<file path="config.mk">
export PLATFORM = sky130hd
export DESIGN_NAME = cpu8_add_daa_flag_alu
export DESIGN_NICKNAME = d
export VERILOG_FILES = /design/src/rtl/core/c8alu_pkg.sv /design/src/rtl/core/c8alu_core.sv /design/src/rtl/core/cpu8_add_daa_flag_alu.sv
export SDC_FILE = /design/constraint.sdc
export NUM_CORES = 1
export LEC_CHECK = 0
export ABC_CLOCK_PERIOD_IN_PS = 6070
export BUFFER_PORTS_ARGS = -buffer_cell sky130_fd_sc_hd__buf_2
export CAP_MARGIN = 20
export CORE_ASPECT_RATIO = 0.6
export CORE_MARGIN = 2
export CORE_UTILIZATION = 34
export DETAILED_ROUTE_END_ITERATION = 16
export PLACE_DENSITY = 0.53
export SYNTH_ARGS = -nofsm -noshare
export SYNTH_HDL_FRONTEND = slang
export SYNTH_SLANG_ARGS = --single-unit
</file>
<file path="constraint.sdc">
create_clock -name i_clk -period 6.07 [get_ports i_clk]
set_input_delay 0.607 -clock i_clk [delete_from_list [all_inputs] [get_ports i_clk]]
set_output_delay 0.607 -clock i_clk [all_outputs]
set_load 0.05 [all_outputs]
</file>
<file path="src/rtl/core/c8alu_pkg.sv">
// shared types and constants for the 8-bit add / decimal-adjust alu slice
`timescale 1ns / 1ps

package c8alu_pkg;

    localparam int unsigned IN_TDATA_W  = 56;
    localparam int unsigned OUT_TDATA_W = 32;

    typedef enum logic [2:0] {
        OP_ADD_A   = 3'd0,
        OP_ADC_A   = 3'd1,
        OP_ADD_HL  = 3'd2,
        OP_ADD_SP  = 3'd3,
        OP_CCF     = 3'd4,
        OP_SCF     = 3'd5,
        OP_CPL     = 3'd6,
        OP_DAA     = 3'd7
    } t_op;

    // declared high field first so the operation lands in bit 0 of tdata
    typedef struct packed {
        logic        pad;
        logic        carry_in;
        logic        half_in;
        logic        subtract_in;
        logic        zero_in;
        logic [15:0] operand16;
        logic [7:0]  operand8;
        logic [15:0] pair_in;
        logic [7:0]  acc_in;
        t_op         operation;
    } t_alu_in;

    typedef struct packed {
        logic [3:0]  pad;
        logic        carry_out;
        logic        half_out;
        logic        subtract_out;
        logic        zero_out;
        logic [15:0] pair_out;
        logic [7:0]  acc_out;
    } t_alu_out;

    localparam logic [7:0] DAA_LO_ADJ = 8'h06;
    localparam logic [7:0] DAA_HI_ADJ = 8'h60;
    localparam logic [7:0] DAA_HI_LIM = 8'h99;
    localparam logic [3:0] DAA_LO_LIM = 4'h9;

endpackage

</file>
<file path="src/rtl/core/c8alu_core.sv">
// combinational add, flag and decimal-adjust logic for one instruction
`timescale 1ns / 1ps

module c8alu_core import c8alu_pkg::*; (
    input  t_alu_in  i_in,
    output t_alu_out o_out
);

    logic        cin;
    logic [8:0]  sum8;
    logic [4:0]  sum4;
    logic [16:0] sum16;
    logic [12:0] sum12;
    logic [8:0]  sp_lo8;
    logic [4:0]  sp_lo4;
    logic [15:0] sp_sum;
    logic [7:0]  adj;
    logic        daa_c;
    logic [7:0]  daa_acc;

    always_comb begin
        cin    = (i_in.operation == OP_ADC_A) ? i_in.carry_in : 1'b0;
        sum8   = {1'b0, i_in.acc_in} + {1'b0, i_in.operand8} + {8'd0, cin};
        sum4   = {1'b0, i_in.acc_in[3:0]} + {1'b0, i_in.operand8[3:0]} + {4'd0, cin};
        sum16  = {1'b0, i_in.pair_in} + {1'b0, i_in.operand16};
        sum12  = {1'b0, i_in.pair_in[11:0]} + {1'b0, i_in.operand16[11:0]};
        // flags of add sp come from the unsigned low-byte add
        sp_lo8 = {1'b0, i_in.pair_in[7:0]} + {1'b0, i_in.operand8};
        sp_lo4 = {1'b0, i_in.pair_in[3:0]} + {1'b0, i_in.operand8[3:0]};
        sp_sum = i_in.pair_in + {{8{i_in.operand8[7]}}, i_in.operand8};

        // decimal adjust, both tests on the original accumulator
        adj   = 8'd0;
        daa_c = i_in.carry_in;
        if (i_in.half_in || (!i_in.subtract_in && (i_in.acc_in[3:0] > DAA_LO_LIM))) begin
            adj = adj | DAA_LO_ADJ;
        end
        if (i_in.carry_in || (!i_in.subtract_in && (i_in.acc_in > DAA_HI_LIM))) begin
            adj   = adj | DAA_HI_ADJ;
            daa_c = 1'b1;
        end
        daa_acc = i_in.subtract_in ? (i_in.acc_in - adj) : (i_in.acc_in + adj);
    end

    always_comb begin
        o_out              = '0;
        o_out.acc_out      = i_in.acc_in;
        o_out.pair_out     = i_in.pair_in;
        o_out.zero_out     = i_in.zero_in;
        o_out.subtract_out = i_in.subtract_in;
        o_out.half_out     = i_in.half_in;
        o_out.carry_out    = i_in.carry_in;
        case (i_in.operation)
            OP_ADD_A, OP_ADC_A: begin
                o_out.acc_out      = sum8[7:0];
                o_out.zero_out     = (sum8[7:0] == 8'd0);
                o_out.subtract_out = 1'b0;
                o_out.half_out     = sum4[4];
                o_out.carry_out    = sum8[8];
            end
            OP_ADD_HL: begin
                o_out.pair_out     = sum16[15:0];
                o_out.subtract_out = 1'b0;
                o_out.half_out     = sum12[12];
                o_out.carry_out    = sum16[16];
            end
            OP_ADD_SP: begin
                o_out.pair_out     = sp_sum;
                o_out.zero_out     = 1'b0;
                o_out.subtract_out = 1'b0;
                o_out.half_out     = sp_lo4[4];
                o_out.carry_out    = sp_lo8[8];
            end
            OP_CCF: begin
                o_out.subtract_out = 1'b0;
                o_out.half_out     = 1'b0;
                o_out.carry_out    = ~i_in.carry_in;
            end
            OP_SCF: begin
                o_out.subtract_out = 1'b0;
                o_out.half_out     = 1'b0;
                o_out.carry_out    = 1'b1;
            end
            OP_CPL: begin
                o_out.acc_out      = ~i_in.acc_in;
                o_out.subtract_out = 1'b1;
                o_out.half_out     = 1'b1;
            end
            OP_DAA: begin
                o_out.acc_out   = daa_acc;
                o_out.zero_out  = (daa_acc == 8'd0);
                o_out.half_out  = 1'b0;
                o_out.carry_out = daa_c;
            end
            default: begin
                o_out.acc_out = i_in.acc_in;
            end
        endcase
    end

endmodule

</file>
<file path="src/rtl/core/cpu8_add_daa_flag_alu.sv">
// top level: input register, alu logic and result register on stream ports
`timescale 1ns / 1ps

// 8-bit cpu alu slice (add, adc, 16-bit adds, ccf, scf, cpl, daa) behind
// stream ports. One instruction is taken every clock cycle while the output
// is not stalled, and each gives exactly one result. An instruction passes
// through the input register and then the result register, with the alu logic
// between them. When the output stalls, the pipeline holds and still takes one
// more instruction into the input register.

module cpu8_add_daa_flag_alu import c8alu_pkg::*; (
    input  logic                   i_clk,
    input  logic                   i_rst_n,
    input  logic                   i_s_tvalid,
    output logic                   o_s_tready,
    // operation, acc_in, pair_in, operand8, operand16, zero_in, subtract_in,
    // half_in, carry_in, zero pad
    input  logic [IN_TDATA_W-1:0]  i_s_tdata,
    output logic                   o_m_tvalid,
    input  logic                   i_m_tready,
    // acc_out, pair_out, zero_out, subtract_out, half_out, carry_out, zero pad
    output logic [OUT_TDATA_W-1:0] o_m_tdata
);

    logic     r_in_valid;
    t_alu_in  r_in_data;
    logic     r_out_valid;
    t_alu_out r_out_data;
    t_alu_out alu_res;
    logic     advance;
    logic     n_in_valid;
    logic     n_out_valid;

    c8alu_core u_core (
        .i_in  (r_in_data),
        .o_out (alu_res)
    );

    always_comb begin
        advance     = !r_out_valid || i_m_tready;
        o_s_tready  = !r_in_valid || advance;
        n_in_valid  = o_s_tready ? i_s_tvalid : r_in_valid;
        n_out_valid = advance ? r_in_valid : r_out_valid;
    end

    always_ff @(posedge i_clk) begin
        if (!i_rst_n) begin
            r_in_valid  <= 1'b0;
            r_out_valid <= 1'b0;
        end else begin
            r_in_valid  <= n_in_valid;
            r_out_valid <= n_out_valid;
        end
    end

    always_ff @(posedge i_clk) begin
        if (o_s_tready && i_s_tvalid) begin
            r_in_data <= t_alu_in'(i_s_tdata);
        end
        if (advance && r_in_valid) begin
            r_out_data <= alu_res;
        end
    end

    assign o_m_tvalid = r_out_valid;
    assign o_m_tdata  = r_out_data;

endmodule

</file>
==> out/qor.csv <==
metric,value,unit
status,"complete, no violations",
end_kind,flop,
clkPwrFrac,36.8,%
synth_top_family_by_area,compound AO/OA/AOI/OAI gates,
antenna_cells,0,
path_max_fanout,31,
power_leakage,2.65,nW
fin_area,6480,µm²
worst_pin_slew,0.958,ns
critPathKind,flop to flop,
synthTopCellsByCount,"83 x edfxtp_1, 47 x ha_1, 41 x a21oi_1, 41 x nand2_1, 34 x nor2_1",
insertion_delay,0.34,ns
cts_max_level,3,
routedWlPerCell,17.4,µm
synth_top_cell_area_share,45.4,%
grt_max_degree,56,
drive_gt1_share,19.7,%
maxSlewViolCount,0,
power.total,1.76,mW
totalWireLength,14.0,mm
fmax,269,MHz
cts-root-buf,clkbuf_16,
synthArstFlopShare,0,%
regToRegStartpoint,r_in_data[2],
dr.pass1.iters,4,
synth_top_flop_cell,edfxtp_1,
grt_pass1_vias,4091,
initialDrtViolationCount,337,
fin_tns_setup,0,ns
synthTopCellsByArea,"edfxtp_1 45%, ha_1 11%, a21oi_1 3.7%, nand2_1 2.8%, xnor2_1 2.7%",
initial_utilization,35.3,%
fp.dieArea,17200,µm²
p_sw_share,28.7,%
intPower,1.25,mW
post_cts_buffers,0,
crit_start,r_in_data[2],
dp_hpwl,10.5,mm
synth_edf_count,83,
antenna_found_initial,0,
muxShareOfSynthArea,2.37,%
cp_cell_sequence,"nor2_1, and3_1, fa_1, inv_1, fa_1, nor2b_1, o31a_1, o21a_1, o21a_1, nor2_1, nor4b_2, a311o_1",
startpoint_type,flop,
clock_sinks,85,
synth_top_area_cell,edfxtp_1,
max-cap-violations,0,
p_per_area,271,nW/µm²
setup_viol,0,
post_cts_resized,0,
boundaryPins,94,
num_vias,4317,
synthSimpleGateAreaFrac,13.0,%
rows,35,
skew,0.00946,ns
dp_slack,2.44,ns
finish.utilization,41.7,%
synthXorXnorAreaFrac,4.63,%
slew_headroom,36.1,%
drc,0,
syn_area_per_cell,10.7,µm²
netlist_instances,513,
comb_power_share,22.3,%
final.setup.worst_slack,2.35,ns
cts.path.max_buffers,2,
grt_pass1_wl,22.4,mm
grt_overflow,0,
synth-compound-area-share,19.2,%
layout_min_cycle_time,3.72,ns
ctsHoldBuffers,0,
slowest_stage,edfxtp_1,
yosys_warnings,0,
fp.dieW,168,µm
hold_viol,0,
hold_start,i_s_tdata[19],
drtAntennaViolNets,0,
grt_use_total,17.0,%
cp.buffers_inverters,1,
ys_seq_area_share,46.2,%
crit_family,flip-flops,
gp_congestion,0.848,
coreArea,15500,µm²
yosys.area_share.adder,12.2,%
switchingPower,505,µW
hold_class,input pin to flop,
clkTransAtPathRegs,0.07,ns
synth.distinct_cells,68,
ys_seq_elements,85,
area_delta_synth_final,18.1,%
worst_ep_arrival_time,3.80,ns
routed_via_density,5.35,
rsz0062_at_grt,false,
syn_area,5490,µm²
crit_required,6.15,ns
pwr-share-seq,41.0,%
dpl_cell_area,6130,µm²
die_height,102,µm
vdd_drop_max,0.119,mV
slowest_delay,0.98,ns
nNetsFinal,710,
synth_most_common_cell,edfxtp_1,
cts_buffers,9,
min_period_over_period,61.3,%
cts_tree,built,
port_buffers,88,
routing by layer:
| layer | share of wire (%) | GRT usage (%) | up-vias |
|---|---|---|---|
| met3 | 6.7 | 4.34 | 17 |
| li1 | - | - | 2123 |
| met4 | 1.3 | 4.48 | 0 |
| met1 | 53 | 26.3 | 2044 |
| met2 | 39 | 23.2 | 133 |
| met5 | 0 | 0 | - |
cells in the final DEF (no fill, tap or decap), types with 4 or more instances in the layout:
cell	Yosys	final
buf_2	1	88
edfxtp_1	83	83
ha_1	47	47
nand2_1	41	41
a21oi_1	41	41
nor2_1	34	34
o21ai_0	25	25
xnor2_1	17	17
nor3_1	13	13
mux2i_1	13	13
nand3_1	13	13
a21o_1	13	13
xor2_1	12	12
inv_1	11	11
o21a_1	10	10
clkbuf_16	0	9
nand2b_1	8	8
nor2b_1	9	8
o211ai_1	8	8
a211oi_1	6	6
o21ai_1	6	6
o21bai_1	5	5
nand4_1	5	5
a211o_1	4	4
a21oi_2	4	4
and3_1	4	4
o22ai_1	4	4
fa_1	4	4
conb_1	1	4
path summary, 6_finish.rpt:
check | to | slack, ns | cells past startpoint
hold / removal | r_in_data[19] | 0.43 | 1
setup / recovery | o_m_tdata[24] | 2.35 | 12
setup reg to reg | o_m_tdata[24] | 2.35 | 12
hold reg to reg | o_m_tvalid | 0.53 | 1
kinds of logic after synthesis:
kind of cell	Yosys count
adder cells (fa/ha/maj)	51
other	1
AO/OA/AOI/OAI	158
AND/OR/NAND/NOR	145
XOR/XNOR	29
multiplexers	13
buffers and inverters	31
flip-flops	85
sequential cells by signal, summed over array words and instances (netlist names):
signal / cells
o_m_tvalid: 1
r_in_data: 55
r_in_valid: 1
o_m_tdata: 28
area by class of cell:
class	instances	area (µm²)
Fill cell	1483	9060
Multi-Input combinational cell	400	2840
Sequential cell	85	2530
Timing Repair Buffer	91	463
Tap cell	203	254
Clock buffer	11	243
Clock inverter	5	108
Inverter	12	45.0
power by group through the flow:
stage	sequential (mW)	combinational, mW	clock (mW)
6_report	0.720	0.391	0.647
3_3_place_gp	0.732	0.380	0
4_1_cts	0.721	0.389	0.657
3_5_place_dp	0.733	0.386	0
5_1_grt	0.725	0.434	0.684
2_1_floorplan	0.760	0.256	0
stage by stage:
step	hold WS, ns	cells
final	0.433	807
after floorplan	0.477	516
after detailed placement	0.527	791
after global placement	0.489	791
after global routing	0.420	807
after CTS	0.425	807
Power figures use the tool's default switching activity.
